**src/rtl/pqms_pkg.sv**
```systemverilog
package pqms_pkg;

    // Fixed field widths of the request and result transfers.
    localparam int ITEM_W   = 32;
    localparam int PRIO_W   = 32;
    localparam int STATUS_W = 2;

    // Width of one stored entry: priority in the upper half, item below it.
    localparam int ENTRY_W = PRIO_W + ITEM_W;

    // Request codes.
    typedef enum logic {
        REQ_ENQUEUE = 1'b0,
        REQ_DEQUEUE = 1'b1
    } req_t;

    // Result status codes.
    typedef enum logic [STATUS_W-1:0] {
        STATUS_OK    = 2'd0,
        STATUS_FULL  = 2'd1,
        STATUS_EMPTY = 2'd2
    } status_t;

endpackage

```
**src/rtl/pqms_ram.sv**
```systemverilog
module pqms_ram #(
    parameter int WIDTH = 64,
    parameter int DEPTH = 16
) (
    input  logic                     aclk,
    input  logic                     wr_en,
    input  logic [$clog2(DEPTH)-1:0] wr_addr,
    input  logic [WIDTH-1:0]         wr_data,
    input  logic                     rd_en,
    input  logic [$clog2(DEPTH)-1:0] rd_addr,
    output logic [WIDTH-1:0]         rd_data
);

    logic [WIDTH-1:0] mem [DEPTH];
    logic [WIDTH-1:0] rd_data_reg;

    // Single write port and a single registered read port.
    always_ff @(posedge aclk) begin
        if (wr_en) begin
            mem[wr_addr] <= wr_data;
        end
        if (rd_en) begin
            rd_data_reg <= mem[rd_addr];
        end
    end

    assign rd_data = rd_data_reg;

endmodule

```
**src/rtl/priority_queue_min_stable_unit.sv**
```systemverilog
// Bounded minimum-priority queue holding up to DEPTH entries in one RAM, kept
// sorted by signed priority with ties served first in, first out. Each request
// gives exactly one result. A full enqueue or an empty dequeue answers without
// touching the RAM. An enqueue moves the entries of larger priority one place
// back, one at a time, and a dequeue shifts the entries behind the head forward
// one at a time. The pace of both is set by the single RAM read port and its
// registered read data: each step of the sequencer reads one entry, for an
// enqueue compares it in the priority comparator, and writes it back one place
// along. The block is not ready while a request is at work; a finished result
// waits in the output register until taken.
module priority_queue_min_stable_unit #(
    parameter int DEPTH = 16
) (
    input  logic                         aclk,
    input  logic                         aresetn,
    input  logic                         s_valid,
    output logic                         s_ready,
    input  logic                         s_req_type,
    input  logic signed [31:0]           s_item_value,
    input  logic signed [31:0]           s_priority_req,
    output logic                         m_valid,
    input  logic                         m_ready,
    output logic [1:0]                   m_status,
    output logic signed [31:0]           m_out_value
);

    localparam int IDX_W = $clog2(DEPTH);
    localparam int CNT_W = $clog2(DEPTH + 1);
    localparam logic [CNT_W-1:0] ONE_C  = CNT_W'(1);
    localparam logic [CNT_W-1:0] FULL_C = CNT_W'(DEPTH);

    // Sequencer states.
    typedef enum logic [5:0] {
        ST_IDLE     = 6'b000001,
        ST_ENQ_RD   = 6'b000010,
        ST_ENQ_CMP  = 6'b000100,
        ST_DEQ_HEAD = 6'b001000,
        ST_DEQ_RD   = 6'b010000,
        ST_DEQ_WR   = 6'b100000
    } state_t;

    state_t                              state_reg, state_next;
    logic                                resp_reg, resp_next;
    logic [CNT_W-1:0]                    count_reg, count_next;
    logic [CNT_W-1:0]                    pos_reg, pos_next;
    logic [pqms_pkg::ITEM_W-1:0]         item_reg, item_next;
    logic [pqms_pkg::PRIO_W-1:0]         prio_reg, prio_next;
    pqms_pkg::status_t                   res_status_reg, res_status_next;
    logic [pqms_pkg::ITEM_W-1:0]         res_value_reg, res_value_next;
    logic                                m_valid_reg, m_valid_next;
    pqms_pkg::status_t                   m_status_reg, m_status_next;
    logic [pqms_pkg::ITEM_W-1:0]         m_value_reg, m_value_next;

    logic                                wr_en;
    logic [IDX_W-1:0]                    wr_addr;
    logic [pqms_pkg::ENTRY_W-1:0]        wr_data;
    logic                                rd_en;
    logic [IDX_W-1:0]                    rd_addr;
    logic [pqms_pkg::ENTRY_W-1:0]        rd_data;
    logic [CNT_W-1:0]                    pos_dec;
    logic signed [pqms_pkg::PRIO_W-1:0]  rd_prio;
    logic                                prio_gt;
    logic                                s_accept;

    pqms_ram #(
        .WIDTH (pqms_pkg::ENTRY_W),
        .DEPTH (DEPTH)
    ) u_store (
        .aclk    (aclk),
        .wr_en   (wr_en),
        .wr_addr (wr_addr),
        .wr_data (wr_data),
        .rd_en   (rd_en),
        .rd_addr (rd_addr),
        .rd_data (rd_data)
    );

    assign s_ready  = (state_reg == ST_IDLE) && !resp_reg;
    assign s_accept = s_valid && s_ready;
    assign pos_dec  = pos_reg - ONE_C;

    // Priority comparator: is the stored priority strictly greater than the new one?
    assign rd_prio = $signed(rd_data[pqms_pkg::ENTRY_W-1:pqms_pkg::ITEM_W]);
    assign prio_gt = rd_prio > $signed(prio_reg);

    // Sequencer and RAM port control.
    always_comb begin
        state_next      = state_reg;
        resp_next       = resp_reg;
        count_next      = count_reg;
        pos_next        = pos_reg;
        item_next       = item_reg;
        prio_next       = prio_reg;
        res_status_next = res_status_reg;
        res_value_next  = res_value_reg;
        wr_en           = 1'b0;
        wr_addr         = pos_reg[IDX_W-1:0];
        wr_data         = {prio_reg, item_reg};
        rd_en           = 1'b0;
        rd_addr         = pos_dec[IDX_W-1:0];

        case (state_reg)
            ST_IDLE: begin
                if (s_accept) begin
                    item_next      = s_item_value;
                    prio_next      = s_priority_req;
                    res_value_next = '0;
                    if (s_req_type == pqms_pkg::REQ_ENQUEUE) begin
                        if (count_reg == FULL_C) begin
                            res_status_next = pqms_pkg::STATUS_FULL;
                            resp_next       = 1'b1;
                        end else begin
                            pos_next   = count_reg;
                            state_next = ST_ENQ_RD;
                        end
                    end else begin
                        if (count_reg == '0) begin
                            res_status_next = pqms_pkg::STATUS_EMPTY;
                            resp_next       = 1'b1;
                        end else begin
                            // Fetch the head entry.
                            rd_en      = 1'b1;
                            rd_addr    = '0;
                            state_next = ST_DEQ_HEAD;
                        end
                    end
                end
            end
            ST_ENQ_RD: begin
                if (pos_reg == '0) begin
                    wr_en           = 1'b1;
                    count_next      = count_reg + ONE_C;
                    res_status_next = pqms_pkg::STATUS_OK;
                    resp_next       = 1'b1;
                    state_next      = ST_IDLE;
                end else begin
                    rd_en      = 1'b1;
                    state_next = ST_ENQ_CMP;
                end
            end
            ST_ENQ_CMP: begin
                wr_en = 1'b1;
                if (prio_gt) begin
                    // Move the larger entry one place back and keep searching.
                    wr_data    = rd_data;
                    pos_next   = pos_dec;
                    state_next = ST_ENQ_RD;
                end else begin
                    count_next      = count_reg + ONE_C;
                    res_status_next = pqms_pkg::STATUS_OK;
                    resp_next       = 1'b1;
                    state_next      = ST_IDLE;
                end
            end
            ST_DEQ_HEAD: begin
                res_value_next  = rd_data[pqms_pkg::ITEM_W-1:0];
                res_status_next = pqms_pkg::STATUS_OK;
                pos_next        = ONE_C;
                state_next      = ST_DEQ_RD;
            end
            ST_DEQ_RD: begin
                if (pos_reg == count_reg) begin
                    count_next = count_reg - ONE_C;
                    resp_next  = 1'b1;
                    state_next = ST_IDLE;
                end else begin
                    rd_en      = 1'b1;
                    rd_addr    = pos_reg[IDX_W-1:0];
                    state_next = ST_DEQ_WR;
                end
            end
            ST_DEQ_WR: begin
                // Shift the fetched entry one place towards the head.
                wr_en      = 1'b1;
                wr_addr    = pos_dec[IDX_W-1:0];
                wr_data    = rd_data;
                pos_next   = pos_reg + ONE_C;
                state_next = ST_DEQ_RD;
            end
            default: begin
                state_next = ST_IDLE;
            end
        endcase

        // Hand the finished result to the output register once it is free.
        m_valid_next  = m_valid_reg;
        m_status_next = m_status_reg;
        m_value_next  = m_value_reg;
        if (m_valid_reg && m_ready) begin
            m_valid_next = 1'b0;
        end
        if (resp_reg && (!m_valid_reg || m_ready)) begin
            m_valid_next  = 1'b1;
            m_status_next = res_status_reg;
            m_value_next  = res_value_reg;
            resp_next     = 1'b0;
        end
    end

    // Control state.
    always_ff @(posedge aclk) begin
        if (!aresetn) begin
            state_reg   <= ST_IDLE;
            resp_reg    <= 1'b0;
            count_reg   <= '0;
            m_valid_reg <= 1'b0;
        end else begin
            state_reg   <= state_next;
            resp_reg    <= resp_next;
            count_reg   <= count_next;
            m_valid_reg <= m_valid_next;
        end
    end

    // Payload registers.
    always_ff @(posedge aclk) begin
        pos_reg        <= pos_next;
        item_reg       <= item_next;
        prio_reg       <= prio_next;
        res_status_reg <= res_status_next;
        res_value_reg  <= res_value_next;
        m_status_reg   <= m_status_next;
        m_value_reg    <= m_value_next;
    end

    assign m_valid     = m_valid_reg;
    assign m_status    = m_status_reg;
    assign m_out_value = $signed(m_value_reg);

endmodule
```
**config.mk**
```make
export PLATFORM = sky130hd
export DESIGN_NAME = priority_queue_min_stable_unit
export DESIGN_NICKNAME = d
export VERILOG_FILES = /design/src/rtl/pqms_pkg.sv /design/src/rtl/pqms_ram.sv /design/src/rtl/priority_queue_min_stable_unit.sv
export SDC_FILE = /design/constraint.sdc
export NUM_CORES = 2
export LEC_CHECK = 0
export ABC_AREA = 1
export BUFFER_PORTS_ARGS = -buffer_cell sky130_fd_sc_hd__buf_2
export CAP_MARGIN = 30
export CORE_ASPECT_RATIO = 0.5
export CORE_UTILIZATION = 46
export CTS_CLUSTER_SIZE = 8
export DETAILED_ROUTE_END_ITERATION = 10
export PLACE_DENSITY = 0.7
export SLEW_MARGIN = 0
export SYNTH_ARGS = -nofsm -noshare
export SYNTH_HDL_FRONTEND = slang
export SYNTH_SLANG_ARGS = --single-unit
```
**constraint.sdc**
```tcl
create_clock -name aclk -period 8.3 [get_ports aclk]
set_input_delay 0.415 -clock aclk [delete_from_list [all_inputs] [get_ports aclk]]
set_output_delay 0.415 -clock aclk [all_outputs]
set_load 0.02 [all_outputs]
```
==> flow_summary.ini <==
[status]
status = finished, final reports clean

[layout]
regArea_um2 = 37050
nFillCells = 9604
n_antenna_cell = 0
layout_common_cells = edfxtp_1, nand3_1, inv_1
largest_register_ff_count = 1024
multi_input_area_um2 = 11880
layout-drive-gt1-share_pct = 8.427
fin_area_um2 = 61650
layout_commonest_cell = edfxtp_1
nNetsFinal = 5336
area_growth_pct = 14.07

[setup_path]
path_common_cell = nand3_1
crit_family = simple AND/OR/NAND/NOR gates
crit_slowest_cell = nand2_8
rrSetupSlack_ns = 3.30
rr_endpoint = u_store.rd_data[44]
critPathMaxStageDelay_ns = 0.98
r2r_start = pos_reg[0]
cp_cell_sequence = inv_2 -> nand2_1 -> a21oi_1 -> nand3_1 -> nand2_2 -> nand2_8 -> nand2_8 -> buf_12 -> nand2_1 -> nand3_1 -> nand3_1 -> nand3_1 -> nand2_1
reg2reg_depth = 13
endpoint_kind = flip-flop
crit_fanout = 179
start_kind = flip-flop
cp.buffers_inverters = 2
arrival_ns = 5.53
critPathCapture = u_store.rd_data[44]
path_depth = 13
cp-startpoint = pos_reg[0]
crit_type = flip-flop to flip-flop
cp.required_ns = 8.83

[clocking]
worstSkewPairLatency_ns = 0.78
clock_path_buffers = 3
cts_tree = yes
clkTransAtPathRegs_ns = 0.06
clock_sinks = 1238
post_cts_resized = 0
numCtsBuffers = 172
cts-root-buf = clkbuf_16
cts_max_level = 4

[place]
io_buffers = 104
gp_congestion = 0.8424
dpl.hpwl_um = 68620
dpl_cell_area_um2 = 56360
dpl_worst_slack_ns = 3.528

[detailed_routing]
drtPass1Iterations = 7
wirelength_um = 141700
antenna_left = 0
via_count = 37162
routedWlPerCell_um = 20.74
first_iter_violations = 4425
viasPerCell = 5.439
drcViolationCount = 0

[yosys]
synthesis.nets = 5152
synth_area_leaders = edfxtp_1, nand3_1, inv_1, nand2_1, buf_2
synth_top_area_share_pct = 68.06
yosys.area_share.simple_pct = 19.66
syn_area_um2 = 54050
async_flop_share_pct = 0
avgSynthCellArea_um2 = 10.71
synth_fa_ha_area_share_pct = 0.9168
synth_edf_count = 1225
synth_compound_area_share_pct = 0.8103
yosysSeqAreaShare_pct = 68.54
synth-xor-area-share_pct = 0.1621
yosysUniqueCellTypes = 41
synth_cells = 5044
synthFlopType = edfxtp_1
yosysWarnings = 0
synth_top_family_by_area = simple AND/OR/NAND/NOR gates
synthMuxAreaShare_pct = 0
yosysTopAreaCell = edfxtp_1
synth_seq_cells = 1238

[sta]
worst_pin_slew_ns = 1.188
clock_skew_ns = 0.02397
fmaxAchievable_ghz = 0.2002
fin_crit_sh_pct = 60.19
rsz0062_at_grt = false
fin_ws_ns = 3.304
drv_slew = 0
final-setup-viol-count = 0
timing.max_slew.rel_slack_pct = 20.83
finalSetupTns_ns = 0
finalHoldViolations = 0
period_minus_slack_ns = 4.996

[floorplan]
initial_core_util_pct = 46.66
io_pins = 105
fp.dieW_um = 486.8
rows = 88
core_um2 = 115800
die_h_um = 244.4
die_area_um2 = 119000

[power_and_ir_drop]
ir_drop_v = 0.0001680
power_per_cell_area_nw_per_um2 = 251.5
cellLeakagePower_nw = 26.02

[global_route]
grt_max_degree = 181
first_global_vias = 35987
antenna_found_initial = 2
grt-ovfl-total = 0
grt_first_pass_wirelength_um = 215100
track_usage_pct = 23.83

[job]
maxCapViolCount = 0

[hold_path]
hold_path_class = input pin to flip-flop
per-stage QoR:
| step | power (mW) | util, % | std cells | hold slack [ns] |
|---|---|---|---|---|
| after global placement | 9.300 | 48.51 | 6548 | 0.4029 |
| after floorplan | 8.719 | - | 5044 | 0.4003 |
| final | 15.50 | 53.22 | 6832 | 0.3252 |
| after detailed placement | 9.361 | 48.66 | 6561 | 0.4045 |
| after global routing | 16.03 | 53.22 | 6832 | 0.3281 |
| after CTS | 15.56 | 53.20 | 6831 | 0.2734 |
metal layers:
layer	vias up	GRT usage, %	share of wire [%]
met5	-	0	0.0085
met4	2	9.430	3.3
met3	309	4.433	10
met2	2006	37.89	47
met1	17879	32.43	40
li1	16966	-	-
worst min-delay path: cells and delay by family:
kind | cells | cell delay, ns
buffers and inverters | 3 | 0.24
and+or+nand+nor | 2 | 0.22
AOI/OAI and AO/OA | 1 | 0.18
how the worst min path moves through the flow:
stage / from / cells past startpoint / endpoint / slack [ns]
2_1_floorplan: res_value_reg[0] / 0 / m_out_value[0] / 0.40
3_3_place_gp: res_value_reg[29] / 0 / m_out_value[29] / 0.40
3_5_place_dp: res_value_reg[29] / 0 / m_out_value[29] / 0.40
4_1_cts: s_valid / 6 / state_reg[0] / 0.27
5_1_grt: s_valid / 6 / state_reg[0] / 0.33
6_report: s_valid / 6 / state_reg[0] / 0.33
report_power, final:
| group | leakage (nW) | total, mW | internal [mW] | switching (mW) |
|---|---|---|---|---|
| sequential | 11.2 | 7.22 | 7.18 | 0.0446 |
| combinational | 12.6 | 2.09 | 0.583 | 1.50 |
| clock | 2.24 | 6.19 | 3.70 | 2.49 |
logic make-up after synthesis:
kind of cell / after synthesis
AOI/OAI and AO/OA: 78
DFF: 1238
and+or+nand+nor: 2339
xor gates and xnor gates: 10
adders and majority gates: 39
buffers and inverters: 1340
synthesized netlist by cell type (all sizes together) (2+ instances only):
library cell	instances
edfxtp	1225
nand3	1209
inv	1076
nand2	962
buf	217
nor2	87
nand3b	64
clkbuf	46
o21ai	42
ha	38
a21oi	23
dfxtp	13
nand4	12
xor2	7
a31oi	3
o221ai	3
xnor2	3
a21o	2
a22oi	2
nor3	2
area by class of cell:
type                            instances  share of cell area [%]
Timing Repair Buffer                  273                   3.438
Sequential cell                      1238                   60.09
Tap cell                             1575                   3.197
Inverter                             1077                   6.564
Clock buffer                          190                   7.160
Multi-Input combinational cell       2466                   19.26
Clock inverter                         13                  0.2862
timing repair:
action / CTS / global route
endpoints found under the hold margin: 71 / 0
buffers inserted: 0 / 0
hold buffers: 67 / 0
Note: power is estimated with default switching activity, not from simulation.
